### src/rtl/swnm_pkg.sv
package swnm_pkg;

  localparam int MAX_PATTERN_BYTES = 16;
  localparam int NUM_POS           = MAX_PATTERN_BYTES + 1;
  localparam int POS_W             = $clog2(NUM_POS);
  localparam int LEN_W             = 5;
  localparam int CFG_DATA_W        = 64;
  localparam int CFG_IDX_W         = 2;

  localparam logic [7:0] STAR_BYTE = 8'h2A;

  localparam logic [CFG_IDX_W-1:0] CFG_PATTERN_LOW  = 2'd0;
  localparam logic [CFG_IDX_W-1:0] CFG_PATTERN_HIGH = 2'd1;
  localparam logic [CFG_IDX_W-1:0] CFG_PATTERN_LEN  = 2'd2;

  // Signals handed from one cell to the next.
  typedef struct packed {
    logic adv;    // position advanced by the current byte
    logic carry;  // closed position that sits on a star
    logic start;  // position belongs to the start set
  } link_t;

  // Length clamped to the number of cells.
  function automatic logic [POS_W-1:0] eff_len(input logic [LEN_W-1:0] len);
    logic [POS_W-1:0] res;
    if (len > LEN_W'(MAX_PATTERN_BYTES)) res = POS_W'(MAX_PATTERN_BYTES);
    else res = POS_W'(len);
    return res;
  endfunction

endpackage

### src/rtl/swnm_in_if.sv
interface swnm_in_if;
  logic       valid;
  logic       ready;
  logic [7:0] name_byte;
  logic       last_byte;

  modport source (output valid, output name_byte, output last_byte, input ready);
  modport sink   (input valid, input name_byte, input last_byte, output ready);
endinterface

### src/rtl/swnm_out_if.sv
interface swnm_out_if;
  logic valid;
  logic ready;
  logic matched;

  modport source (output valid, output matched, input ready);
  modport sink   (input valid, input matched, output ready);
endinterface

### src/rtl/swnm_cell.sv
// One pattern position: holds its active bit and tests one pattern byte.
module swnm_cell (
  input  logic                clk,
  input  logic                rst,
  input  logic [7:0]          pat_byte,
  input  logic                en,
  input  logic [7:0]          name_byte,
  input  logic                step,
  input  logic                restart,
  input  swnm_pkg::link_t     lnk_in,
  output swnm_pkg::link_t     lnk_out,
  output logic                closed
);
  import swnm_pkg::*;

  logic act;
  logic act_eff;
  logic hit;
  logic is_star;

  assign act_eff = restart ? lnk_in.start : act;
  assign hit     = en & act_eff;
  assign is_star = (pat_byte == STAR_BYTE);

  // Star keeps its own position; a star or equal byte moves one on.
  assign closed          = (hit & is_star) | lnk_in.adv | lnk_in.carry;
  assign lnk_out.adv     = hit & (is_star | (pat_byte == name_byte));
  assign lnk_out.carry   = closed & is_star & en;
  assign lnk_out.start   = lnk_in.start & is_star & en;

  always_ff @(posedge clk) begin
    if (rst) begin
      act <= 1'b0;
    end else if (step) begin
      act <= closed;
    end
  end

endmodule

### src/rtl/star_wildcard_name_matcher.sv
// Channel    | Dir | Payload               | Transfer
// name_in    | in  | name_byte, last_byte  | valid & ready
// result_out | out | matched               | valid & ready
// config     | in  | cfg_index, cfg_data   | cfg_wr_en
//
// One name byte per cycle while name_in is not stalled; all 16 cells update together, star closure
// ripples through the cell chain in the same cycle.
// matched appears the cycle after the last byte is taken, held in an output register.
// name_in stalls only while a result waits in that register and result_out is not ready.
// Reset (synchronous, rst high) clears the pattern and rearms the start set;
// any config write to a listed register also rearms it.
module star_wildcard_name_matcher (
  input  logic                                clk,
  input  logic                                rst,
  input  logic                                cfg_wr_en,
  input  logic [swnm_pkg::CFG_IDX_W-1:0]      cfg_index,
  input  logic [swnm_pkg::CFG_DATA_W-1:0]     cfg_data,
  swnm_in_if.sink                             name_in,
  swnm_out_if.source                          result_out
);
  import swnm_pkg::*;

  logic [CFG_DATA_W-1:0]          pat_lo;
  logic [CFG_DATA_W-1:0]          pat_hi;
  logic [LEN_W-1:0]               pat_len;
  logic [2*CFG_DATA_W-1:0]        pat_all;
  logic [POS_W-1:0]               len_eff;
  logic                           restart;
  logic                           fire;
  logic                           out_valid;
  logic                           matched;
  logic                           cfg_hit;
  link_t                          lnk [0:MAX_PATTERN_BYTES];
  logic [NUM_POS-1:0]             closed;

  assign pat_all = {pat_hi, pat_lo};
  assign len_eff = eff_len(pat_len);

  assign name_in.ready     = !out_valid || result_out.ready;
  assign fire              = name_in.valid && name_in.ready;
  assign result_out.valid   = out_valid;
  assign result_out.matched = matched;

  assign lnk[0] = '{adv: 1'b0, carry: 1'b0, start: 1'b1};

  genvar p;
  generate
    for (p = 0; p < MAX_PATTERN_BYTES; p++) begin : g_cell
      swnm_cell u_cell (
        .clk       (clk),
        .rst       (rst),
        .pat_byte  (pat_all[8*p +: 8]),
        .en        (POS_W'(p) < len_eff),
        .name_byte (name_in.name_byte),
        .step      (fire),
        .restart   (restart),
        .lnk_in    (lnk[p]),
        .lnk_out   (lnk[p+1]),
        .closed    (closed[p])
      );
    end
  endgenerate

  // The position past the last cell has no cell of its own.
  assign closed[MAX_PATTERN_BYTES] = lnk[MAX_PATTERN_BYTES].adv |
                                     lnk[MAX_PATTERN_BYTES].carry;

  always_comb begin
    cfg_hit = 1'b0;
    unique case (cfg_index)
      CFG_PATTERN_LOW, CFG_PATTERN_HIGH, CFG_PATTERN_LEN: cfg_hit = cfg_wr_en;
      default: cfg_hit = 1'b0;
    endcase
  end

  always_ff @(posedge clk) begin
    if (rst) begin
      pat_lo  <= '0;
      pat_hi  <= '0;
      pat_len <= '0;
    end else if (cfg_wr_en) begin
      unique case (cfg_index)
        CFG_PATTERN_LOW:  pat_lo  <= cfg_data;
        CFG_PATTERN_HIGH: pat_hi  <= cfg_data;
        CFG_PATTERN_LEN:  pat_len <= cfg_data[LEN_W-1:0];
        default: ;
      endcase
    end
  end

  // Cells read the start set instead of their bit while restart is up.
  always_ff @(posedge clk) begin
    if (rst) begin
      restart <= 1'b1;
    end else if (cfg_hit) begin
      restart <= 1'b1;
    end else if (fire) begin
      restart <= name_in.last_byte;
    end
  end

  always_ff @(posedge clk) begin
    if (rst) begin
      out_valid <= 1'b0;
    end else if (fire && name_in.last_byte) begin
      out_valid <= 1'b1;
    end else if (result_out.ready) begin
      out_valid <= 1'b0;
    end
  end

  always_ff @(posedge clk) begin
    if (fire && name_in.last_byte) begin
      matched <= closed[len_eff];
    end
  end

endmodule

### src/flat_wrapper.sv
// flat-port wrapper written by rule: the top's interface ports become plain ports
module star_wildcard_name_matcher_flat import swnm_pkg::*;
  (clk, rst, cfg_wr_en, cfg_index, cfg_data, name_in_valid, name_in_name_byte, name_in_last_byte, name_in_ready, result_out_valid, result_out_matched, result_out_ready);
  swnm_in_if name_in_i ();
  swnm_out_if result_out_i ();
  input  logic clk;
  input  logic rst;
  input  logic cfg_wr_en;
  input  logic [swnm_pkg::CFG_IDX_W-1:0] cfg_index;
  input  logic [swnm_pkg::CFG_DATA_W-1:0] cfg_data;
  input wire logic [$bits(name_in_i.valid)-1:0] name_in_valid;
  input wire logic [$bits(name_in_i.name_byte)-1:0] name_in_name_byte;
  input wire logic [$bits(name_in_i.last_byte)-1:0] name_in_last_byte;
  output wire logic [$bits(name_in_i.ready)-1:0] name_in_ready;
  output wire logic [$bits(result_out_i.valid)-1:0] result_out_valid;
  output wire logic [$bits(result_out_i.matched)-1:0] result_out_matched;
  input wire logic [$bits(result_out_i.ready)-1:0] result_out_ready;
  assign name_in_i.valid = name_in_valid;
  assign name_in_i.name_byte = name_in_name_byte;
  assign name_in_i.last_byte = name_in_last_byte;
  assign name_in_ready = name_in_i.ready;
  assign result_out_valid = result_out_i.valid;
  assign result_out_matched = result_out_i.matched;
  assign result_out_i.ready = result_out_ready;
  star_wildcard_name_matcher u_core (.clk(clk), .rst(rst), .cfg_wr_en(cfg_wr_en), .cfg_index(cfg_index), .cfg_data(cfg_data), .name_in(name_in_i), .result_out(result_out_i));
endmodule
### config.mk
export PLATFORM = sky130hd
export DESIGN_NAME = star_wildcard_name_matcher_flat
export DESIGN_NICKNAME = d
export VERILOG_FILES = /design/src/rtl/swnm_pkg.sv /design/src/rtl/swnm_in_if.sv /design/src/rtl/swnm_out_if.sv /design/src/rtl/swnm_cell.sv /design/src/rtl/star_wildcard_name_matcher.sv /design/src/flat_wrapper.sv
export SDC_FILE = /design/constraint.sdc
export NUM_CORES = 1
export LEC_CHECK = 0
export ABC_CLOCK_PERIOD_IN_PS = 3800
export BUFFER_PORTS_ARGS = -buffer_cell sky130_fd_sc_hd__buf_2
export CAP_MARGIN = 0
export CELL_PAD_IN_SITES_DETAIL_PLACEMENT = 0
export CELL_PAD_IN_SITES_GLOBAL_PLACEMENT = 1
export CORE_MARGIN = 5
export CORE_UTILIZATION = 44
export CTS_CLUSTER_SIZE = 14
export DETAILED_ROUTE_END_ITERATION = 12
export PLACE_DENSITY = 0.84
export SYNTH_ARGS = -nofsm -noshare
export SYNTH_HDL_FRONTEND = slang
export SYNTH_SLANG_ARGS = --single-unit
### constraint.sdc
create_clock -name clk -period 3.8 [get_ports clk]
set_input_delay 0.19 -clock clk [delete_from_list [all_inputs] [get_ports clk]]
set_output_delay 0.19 -clock clk [all_outputs]
set_load 0.01 [all_outputs]
### Word level (Yosys, flattened, before mapping)

Cells that the tools add are included.

* register bits after elaboration: 152
* word-level logic and storage cells: 263
* output and inout bits: 3
* memories: 0
* input bits: 80
* memory bits (writable): 0
* bits in latches: 0
* ROM bits: 0

* divide/modulo/power cells: 0
* multiply operators: 0
* eq/ne operators: 34
* muxes and demuxes: 22
* magnitude comparators: 18
* shifts and indexed selects: 0
* bitwise logic cells: 156
* add/subtract/negate cells: 0
* reduce and logical (&&, ||, !) cells: 11

Operators with widths (number)
* 8-bit by 6-bit equality test with 1-bit output (second input constant): 16
* 8-bit equality test: 16
* 1-bit bitwise AND: 109
* 1-bit OR: 47
* 4-bit by 5-bit < comparator with 1-bit output (first input constant): 8
* 3-bit by 5-bit < comparator with 1-bit output (first input constant): 4
* 1-bit two-way mux: 20
* 1-bit by 5-bit < comparator with 1-bit output (first input constant): 2
* 2-bit by 5-bit < comparator with 1-bit output (first input constant): 2
* 5-bit by 6-bit < comparator with 1-bit output (second input constant): 1
* 2-bit AND reduction: 3
* 1-bit binary-select mux with 5-bit select: 1
* 5-bit greater-than comparator (second input constant): 1
* 5-bit two-way mux: 1
* 3-bit OR reduction: 1
* 2-bit by 1-bit equality test with 1-bit output (second input constant): 1
* 2-bit equality test (second input constant): 1
* 1-bit logical AND: 2
* 2-bit zero test: 1
* 2-bit nonzero test: 1
* 2-bit OR reduction: 1
* 1-bit zero test: 1
* 1-bit logical OR: 1

### Logic depth before layout (Yosys ltp)

Gate-level depths: netlist (run 1).

* word-level depth: 56
* mapped depth: 13
* mapped depth without buffers: 10

### By module

A second synthesis (run 1) with hierarchy kept.

* cells, all modules: 1029
* area, all modules: 8275.4 µm²

Modules (own cells, without submodules)
* star_wildcard_name_matcher: cells an instance 629, seq. area each 2732.6 µm², area each 4972.3 µm², instances 1
* swnm_cell: cells an instance 25, seq. area each 20.0 µm², area each 206.4 µm², instances 16

### Worst setup path before layout (run 1)

OpenSTA, ideal clock, no wires.

* path kind: register to register
* from: register u_core.pat_len[4]
* to: register u_core.matched (netlist: u_core.result_out.matched) (data pin)
* arrival: 2.702 ns
* slack: 0.835 ns
* required time: 3.537 ns
* path buffers: 2
* clock period less this slack: 2.965 ns
* cell stages (with the launch flop): 13
* path through: dfxtp_1 buf_6 or2_1 buf_6 o311ai_2 o32ai_2 a221oi_2 a211oi_2 o31ai_4 nand3_2 a311oi_2 a211oi_1 a2111o_1

* word-level cells in the longest chain between the ends: 56
* elaborated cells between the ends (all ways): 175

RTL lines
* from (decl): RTL line star_wildcard_name_matcher.sv:25 `logic [LEN_W-1:0] pat_len;`
* from (signal assigned): RTL line star_wildcard_name_matcher.sv:85 `CFG_PATTERN_LEN: pat_len <= cfg_data[LEN_W-1:0];`
* 5-bit greater-than comparator: RTL line swnm_pkg.sv:26 `if (len > LEN_W'(MAX_PATTERN_BYTES)) res = POS_W'(MAX_PATTERN_BYTES);`
* 5-bit two-way mux (*): RTL line swnm_pkg.sv:26
* 1-bit by 5-bit < comparator with 1-bit output: RTL line star_wildcard_name_matcher.sv:53 `.en (POS_W'(p) < len_eff),`
* 1-bit bitwise AND: RTL line swnm_cell.sv:29 `assign lnk_out.start = lnk_in.start & is_star & en;`
* 1-bit two-way mux: RTL line swnm_cell.sv:21 `assign act_eff = restart ? lnk_in.start : act;`
* 1-bit bitwise AND: RTL line swnm_cell.sv:22 `assign hit = en & act_eff;`
* 1-bit bitwise AND: RTL line swnm_cell.sv:26 `assign closed = (hit & is_star) | lnk_in.adv | lnk_in.carry;`
* 1-bit OR (2 in series): RTL line swnm_cell.sv:26
* (+36 left out)
* 1-bit bitwise AND (2 in series): RTL line swnm_cell.sv:28 `assign lnk_out.carry = closed & is_star & en;`
* 1-bit OR: RTL line swnm_cell.sv:26
* 1-bit bitwise AND (2 in series): RTL line swnm_cell.sv:28
* 1-bit OR: RTL line swnm_cell.sv:26
* 1-bit bitwise AND (2 in series): RTL line swnm_cell.sv:28
* 1-bit OR: RTL line star_wildcard_name_matcher.sv:65 `assign closed[MAX_PATTERN_BYTES] = lnk[MAX_PATTERN_BYTES].adv |`
* 1-bit binary-select mux with 5-bit select (*): RTL line star_wildcard_name_matcher.sv:114 `matched <= closed[len_eff];`
* 1-bit two-way mux (not written as such) (*): RTL line star_wildcard_name_matcher.sv:114
* to (signal assigned): RTL line star_wildcard_name_matcher.sv:114
* to (decl): RTL line star_wildcard_name_matcher.sv:31 `logic matched;`

Every way passes the cells marked *; elsewhere a longest branch is shown, timed or not. The select of a mux whose other input is x is not followed.
A chain may end at the register's enable or synchronous reset.

### Final worst setup path (run 1)

Same ends and word-level chain as after synthesis.

==> out/metrics.cfg, run 1 <==
[yosys]
ys_async_sr_fraction_pct=0
yosys.area.top_type=dfxtp_1
synth-edff-count=1
synth_common_cells=nand2_1, dfxtp_1, a21oi_1
yosys.area.top_type_share_pct=35.9
synth_warnings=0
netlist_area_um2=8420
synth.distinct_cells=70
ys_top_cells_by_area=dfxtp_1, nand2_1, xnor2_1
synth_seq_cells=152
seq_area_frac_synth_pct=36.3
synth.net_count=1183
syn_inst=1103
syn_avg_cell_area_um2=7.63
ys.flop_type=dfxtp_1
yosysMostFrequentCell=nand2_1

[die]
core_area_um2=18800
die_h_um=148
die_width_um=148
die-area_um2=22000
num_rows=50
io_pins=83
initial_core_util_pct=44.9

[clock_network]
clk_path_buf_depth=2
path_clk_slew_ns=0.07
root_buffer=clkbuf_16
cts_tree=yes
cts_buffers=17
clock_sinks=152
cts_setup_buffers=0
htree_levels=4
clock_latency_ns=0.43

[drt]
detail_route.wl_per_cell_um=18.9
viasPerCell=5.65
routed_wl_mm=27.0
route.detailed.drc=0
drt_iter0_markers=603
ant_nets=0
num_vias=8084
drtPass1Iterations=5

[sta]
finalClockSkew_ns=0.0106
relSlewSlack_pct=25.3
rsz0062_at_grt=false
setup_viol=0
max_freq_ghz=0.276
worst_pin_slew_ns=1.12
fin_crit_sh_pct=95.4
hold_viol=0
slew_violations=0
period_minus_slack_ns=3.63
setup_tns_ns=0

[grt]
grt-busiest-layer=met2
grt_use_met2_pct=39.0
grtUsageTotal_pct=24.5
grt_pass1_vias=7698
grt_max_degree=60
overflow=0
antenna_found_initial=0
met3_usage_pct=4.30
grt_pass1_wl_mm=42.9
grt_util_met1_pct=34.3

[hold_path]
hold_depth=3
min-delay-path-class=input port to flip-flop

[layout]
drive_above_1_share_pct=14.9
fillers=1855
multi_input_area_um2=5010
nets=1265
area_growth_pct=17.6
utilization_pct=52.8
diodes=0
regArea_um2=3050

[critical_path]
cp.arrival_ns=3.81
critPathKind=flip-flop to flip-flop
endpoint_kind=flip-flop
reg2reg_depth=10
crit_fanout=11
critPathRequiredTime_ns=3.98
cp-start-kind=flip-flop

[pwr]
p_leak_uw=0.00338
powerDensity_nw_per_um2=394
irDropWorstVdd_mv=0.304

[placement]
place_congestion=1.02
port-buffer-count=82
hpwl_mm=19.4

[status]
outcome=complete, no violations

[run]
drv_cap=0

cell families after synthesis:
logic type,Yosys count,share of synthesized area (%)
AND/OR/NAND/NOR,480,27.0
AO/OA/AOI/OAI,249,18.3
flip-flops,152,36.3
multiplexers,6,0.713
buffers and inverters,88,4.40
XOR/XNOR,128,13.3
flip-flops by register name (all words and copies together), names as in the netlist:
signal / cells
u_core.pat_hi: 64
u_core.pat_lo: 64
u_core.g_cell.u_cell.act: 16
u_core.pat_len: 5
u_core.restart: 1
u_core.result_out.matched: 1
u_core.result_out.valid: 1
metal layers:
layer / up-vias / share of wire (%)
met4: 0 / 2.0
met3: 36 / 5.0
met1: 3845 / 47
li1: 3962 / -
met5: - / 0
met2: 241 / 46
where the power goes:
| part | internal [uW] | switching [uW] | leakage (uW) |
|---|---|---|---|
| clock | 984 | 757 | 0.000289 |
| combinational | 192 | 265 | 0.00186 |
| sequential | 1650 | 55.9 | 0.00124 |
| total | 2830 | 1080 | 0.00338 |
repair_timing:
action / 4_1_cts / 5_1_grt
endpoints found under the setup margin: 0 / 1
resized for setup: 0 / 1
hold buffers: 23 / 0
hold endpoints to repair: 30 / 0
placed cells by master (no fill, tap or decap), types with 5 or more instances in the layout:
cell           count
xor2_1            28
buf_4             35
o22ai_1            5
inv_6              5
nor2_1            49
nand2_1          298
dlygate4sd3_1     23
buf_2             81
dfxtp_1          151
nor4_1            11
a21o_1             5
nor4bb_1          12
nor3_1            12
mux2i_1            6
clkbuf_16         17
a31oi_1            5
xnor2_1          100
a211oi_1          12
o21a_1             6
nand3_1           16
nand4_1           32
o21ai_0           22
nor4b_1           12
a21oi_1          147
inv_1             11
area by class of cell:
| type | count | area share, % |
|---|---|---|
| multi-input cells | 863 | 50.6 |
| flip-flops and latches | 152 | 30.8 |
| repair buffers | 140 | 9.27 |
| clock buffers | 17 | 4.29 |
| well taps | 234 | 2.96 |
| clock inverters | 15 | 1.67 |
| inverters | 11 | 0.417 |
critical path: stages (launching register included):
cell,delay [ns]
dfxtp_1,0.42
or2_1,0.44
o211ai_1,0.42
nor4_2,0.10
a31oi_1,0.37
o22ai_1,0.25
o311ai_0,0.52
nand3_1,0.22
o32ai_1,0.16
a211oi_1,0.08
a2111o_1,0.39
path summary, 6_finish.rpt:
path | startpoint | end | slack, ns
worst max register to register | u_core.pat_len[4] | u_core.result_out.matched | 0.17
worst min-delay path | cfg_data[55] | u_core.pat_hi[55] | 0.003
worst min register to register | u_core.g_cell[12].u_cell.act | u_core.g_cell[12].u_cell.act | 0.46
worst max-delay path | u_core.pat_len[4] | u_core.result_out.matched | 0.17
through the flow:
| step | hold slack (ns) | power, uW | instances | setup slack (ns) | area [um2] |
|---|---|---|---|---|---|
| 2_1_floorplan | 0.325 | 2010 | 1103 | 0.835 | 8420 |
| 3_3_place_gp | 0.443 | 2170 | 1377 | 0.300 | 9080 |
| 3_5_place_dp | 0.448 | 2180 | 1377 | 0.324 | 9080 |
| 4_1_cts | 0.000168 | 3920 | 1432 | 0.308 | 9900 |
| 5_1_grt | 0.00107 | 4050 | 1432 | 0.0175 | 9910 |
| 6_report | 0.00295 | 3900 | 1432 | 0.174 | 9910 |
Power figures use the tool's default switching activity.
==> run 2, diff against run 1 <==
PLACE_DENSITY = 0.87   (was 0.84)
==> run 2 against run 1 <==
  * Non-clock buffer count up 1
  * Hold slack improved by 0.010 ns
  * Sequential share of layout area decreased by 0.23 points
  * Register-to-register slack improved by 0.17 ns
  * Clock power increased by 6%
  * Die area did not move
  * Via count about the same
  * Core utilization grew 0.40 points
  * Setup slack gained 0.17 ns
  * Cell count unchanged
  * Count of clock-buffer cells in the layout increased by 4
  * Critical endpoint unchanged
==> out/metrics.cfg, run 2 (synthesis gave the netlist of run 1 again) <==
[drt]
drt_iter0_markers=622
route.detailed.drc=0
routed.top_layer=met4
viasPerCell=5.65
met3_length_mm=1.57
num_vias=8089
ant_nets=0
met2_length_mm=12.0
routed_wl_mm=26.0
drtPass1Iterations=5
detail_route.wl_per_cell_um=18.2
drt-met1-wl_mm=11.9

[sta]
fin_crit_sh_pct=91.0
slew_violations=0
setup_viol=0
hold_viol=0
period_minus_slack_ns=3.46
rsz0062_at_grt=false
setup_tns_ns=0
worst_pin_slew_ns=0.982
finalClockSkew_ns=0.0103
relSlewSlack_pct=34.5
max_freq_ghz=0.289
hold-worst-slack_ns=0.0132

[clock_network]
htree_levels=4
cts_resized=0
cts_buffers=17
clk_path_buf_depth=2
cts_setup_buffers=0
cts_tree=yes
clock_latency_ns=0.43
root_buffer=clkbuf_16
holdBufCountCts=39
clock_sinks=152
path_clk_slew_ns=0.06

[die]
initial_core_util_pct=44.9
core_area_um2=18800
num_rows=50
die_width_um=148
die-area_um2=22000
io_pins=83
die_h_um=148

[layout]
layout_commonest_cell=nand2_1
area_growth_pct=18.5
drive_above_1_share_pct=13.4
nets=1266
top_regs=u_core.pat_hi (64), u_core.pat_lo (64), u_core.g_cell.u_cell.act (16)
diodes=0
mostFrequentLayoutCells=nand2_1, dfxtp_1, a21oi_1

[critical_path]
crit_chain=or4_4 -> nand3_4 -> nor4_1 -> a32oi_1 -> o311ai_1 -> nor3_1 -> nand3_2 -> a311oi_2 -> a211oi_1 -> a2111o_1
critPathTopFamily=simple AND/OR/NAND/NOR gates
crit_path_max_incr_delay_ns=0.65
critPathKind=flip-flop to flip-flop
cp.arrival_ns=3.63
crit_fanout=19
cp_slowest_cell=or4_4
critPathBufInv=0
critPathRequiredTime_ns=3.97
endpoint_kind=flip-flop
cp-start-kind=flip-flop

[hold_path]
min-delay-path-class=input port to flip-flop

[grt]
grtUsageTotal_pct=23.7
grt_pass1_wl_mm=41.7
grt_max_degree=82
overflow=0
antenna_found_initial=0
grt_pass1_vias=7706

[placement]
place_congestion=0.937
port-buffer-count=82
hpwl_mm=18.0

[status]
outcome=complete, no violations

[run]
drv_cap=0

[pwr]
powerDensity_nw_per_um2=401
power_uw=4000
irDropWorstVdd_mv=0.305
p_leak_uw=0.00339

-- run 2: layout make-up --
cell class                      count  area (um2)
Clock inverter                     10         166
Tap cell                          234         293
Timing Repair Buffer              141         953
Inverter                           11        41.3
Sequential cell                   152        3050
Clock buffer                       21         470
Multi-Input combinational cell    863        5000
Fill cell                        1774        8790
-- run 2: metal layers --
| layer | track usage (%) | vias up |
|---|---|---|
| li1 | - | 3974 |
| met1 | 32.8 | 3804 |
| met2 | 37.2 | 266 |
| met3 | 4.33 | 45 |
| met4 | 8.27 | 0 |
| met5 | 0 | - |
-- run 2: path summary, 6_finish.rpt --
kind | start | end | slack [ns] | depth (start not counted)
setup reg to reg | u_core.pat_len[1] | u_core.result_out.matched | 0.34 | 10
setup / recovery | u_core.pat_len[1] | u_core.result_out.matched | 0.34 | 10
hold reg to reg | u_core.g_cell[12].u_cell.act | u_core.g_cell[12].u_cell.act | 0.46 | 2
hold / removal | cfg_data[36] | u_core.pat_hi[36] | 0.01 | 3
-- run 2: per-stage QoR --
stage,area [um2],utilization [%],worst slack (ns),std cells
4_1_cts,9980,53.2,0.430,1432
2_1_floorplan,8420,-,0.835,1103
3_3_place_gp,8950,47.7,0.500,1362
5_1_grt,9980,53.2,0.0134,1432
6_report,9980,53.2,0.342,1432
3_5_place_dp,8950,47.7,0.454,1362
-- run 2: tightest hold or removal path: stages --
cell and delay (ns):
buf_2 0.11, nand2_1 0.05, a21oi_1 0.05
-- run 2: report_power, final --
part	switching, uW	internal (uW)	leakage [uW]	total, uW
combinational	262	194	0.00184	456
sequential	54.9	1650	0.00124	1710
clock	687	1150	0.000306	1840
==> run 3, diff against run 2 <==
--- a/config.mk
+++ b/config.mk
@@ -15,6 +15,8 @@
 export CTS_CLUSTER_SIZE = 14
 export DETAILED_ROUTE_END_ITERATION = 12
+export HOLD_SLACK_MARGIN = 0.03
 export PLACE_DENSITY = 0.87
 export SYNTH_ARGS = -nofsm -noshare
 export SYNTH_HDL_FRONTEND = slang
 export SYNTH_SLANG_ARGS = --single-unit
+export TNS_END_PERCENT = 1
==> constraint.sdc (replaced) <==
create_clock -name clk -period 3.8 [get_ports clk]
set_input_delay 0.76 -clock clk [delete_from_list [all_inputs] [get_ports clk]]
set_output_delay 0.76 -clock clk [all_outputs]
set_load 0.01 [all_outputs]
==> run 3 against run 2 <==
  * Clock power is 7% lower
  * Highest routed layer unchanged
  * Final area shrank 3.6%
  * Wire length grew 2.1%
  * First-iteration DRC count increased by 38%
  * Register-to-register slack hardly changed
  * Via count rose by 0.14%
==> out/metrics.cfg, run 3 (synthesis gave the netlist of run 1 again) <==
[sta]
rsz0062_at_grt=false
worst_pin_slew_ns=0.823
fin_crit_sh_pct=91.0
relSlewSlack_pct=45.1
setup_viol=0
finalClockSkew_ns=0.0131
period_minus_slack_ns=3.46
setup_tns_ns=0
slew_violations=0
hold_viol=0
max_freq_ghz=0.289

[drt]
viasPerCell=5.78
drt_iter0_markers=856
routed_wl_mm=26.6
num_vias=8100
detail_route.wl_per_cell_um=19.0
ant_nets=0
route.detailed.drc=0
drtPass1Iterations=6

[critical_path]
critPathBufInv=0
critPathRequiredTime_ns=4.10
cp_slowest_cell=dfxtp_1
cp.depth=10
critPathKind=flip-flop to flip-flop
endpoint_kind=flip-flop
cp.arrival_ns=3.76
critPathTopFamily=compound AO/OA/AOI/OAI gates
crit_path_max_incr_delay_ns=0.79
reg2reg_depth=10
crit_fanout=19
crit_chain=or4_4 -> nand3_4 -> nor4_1 -> a22oi_1 -> o32ai_1 -> o21bai_1 -> a31oi_1 -> nor2_1 -> a211oi_1 -> a2111o_1
cp-start-kind=flip-flop

[grt]
grt_pass1_wl_mm=42.8
grt_max_degree=81
grtUsageTotal_pct=24.3
overflow=0
grt_pass1_vias=7752
antenna_found_initial=0

[clock_network]
holdBufCountCts=0
cts_tree=yes
cts_resized=0
cts_buffers=17
clock_latency_ns=0.43
htree_levels=4
clock_sinks=152
root_buffer=clkbuf_16
clk_path_buf_depth=2
cts_setup_buffers=0
path_clk_slew_ns=0.07

[layout]
drive_above_1_share_pct=14.6
mostFrequentLayoutCells=nand2_1, dfxtp_1, a21oi_1
top_regs=u_core.pat_hi (64), u_core.pat_lo (64), u_core.g_cell.u_cell.act (16)
fillers=1853
area_growth_pct=14.3
diodes=0
layout_commonest_cell=nand2_1
nets=1234

[die]
die_width_um=148
num_rows=50
die_h_um=148
initial_core_util_pct=44.9
core_area_um2=18800
io_pins=83
die-area_um2=22000

[pwr]
powerDensity_nw_per_um2=400
power_uw=3850
p_leak_uw=0.00325
irDropWorstVdd_mv=0.251

[hold_path]
hold_depth=2
min-delay-path-class=flip-flop to flip-flop

[placement]
place_congestion=0.971
hpwl_mm=19.2
port-buffer-count=82

[status]
outcome=complete, no violations

[run]
drv_cap=0

run 3: area by class of cell:
type                    instances  area (um2)  share of cell area, %
clock buffers                  18         439                   4.56
clock inverters                14         153                   1.59
inverters                      11        41.3                  0.429
multi-input cells             863        5000                   52.0
flip-flops and latches        152        3050                   31.7
well taps                     234         293                   3.04
repair buffers                109         641                   6.66
run 3: metal layers:
layer	part of all wire, %	routed length (um)	vias up	track usage (%)
li1	-	-	3900	-
met1	48	12700	3849	36.0
met2	43	11500	302	35.9
met3	6.9	1830	49	4.75
met4	2.0	533	0	7.16
met5	0	0	-	0
run 3: worst paths after layout:
path                                                  start                           to  slack, ns
worst max-delay path                      u_core.pat_len[1]    u_core.result_out.matched       0.34
worst min-delay path            u_core.g_cell[0].u_cell.act  u_core.g_cell[0].u_cell.act       0.46
worst max register to register            u_core.pat_len[1]    u_core.result_out.matched       0.34
worst min register to register  u_core.g_cell[0].u_cell.act  u_core.g_cell[0].u_cell.act       0.46
run 3: worst register-to-register path, cell delays in order (launching register included):
cell      delay (ns)
dfxtp_1         0.79
or4_4           0.30
nand3_4         0.11
nor4_1          0.57
a22oi_1         0.22
o32ai_1         0.45
o21bai_1        0.17
a31oi_1         0.25
nor2_1          0.11
a211oi_1        0.24
a2111o_1        0.13
run 3: metrics by stage:
stage,instance area [um2],utilization (%),setup WS (ns),std cells,hold slack (ns)
after floorplan,8420,-,0.627,1103,0.436
after global placement,9030,48.1,0.378,1369,0.444
after detailed placement,9030,48.1,0.303,1369,0.447
after CTS,9620,51.3,0.376,1401,0.456
after global routing,9620,51.3,0.130,1401,0.500
final,9620,51.3,0.343,1401,0.460
run 3: power breakdown:
group	leakage (uW)	total (uW)	switching, uW	internal (uW)
combinational	0.00172	421	248	173
clock	0.000283	1720	766	949
sequential	0.00124	1710	63.0	1650
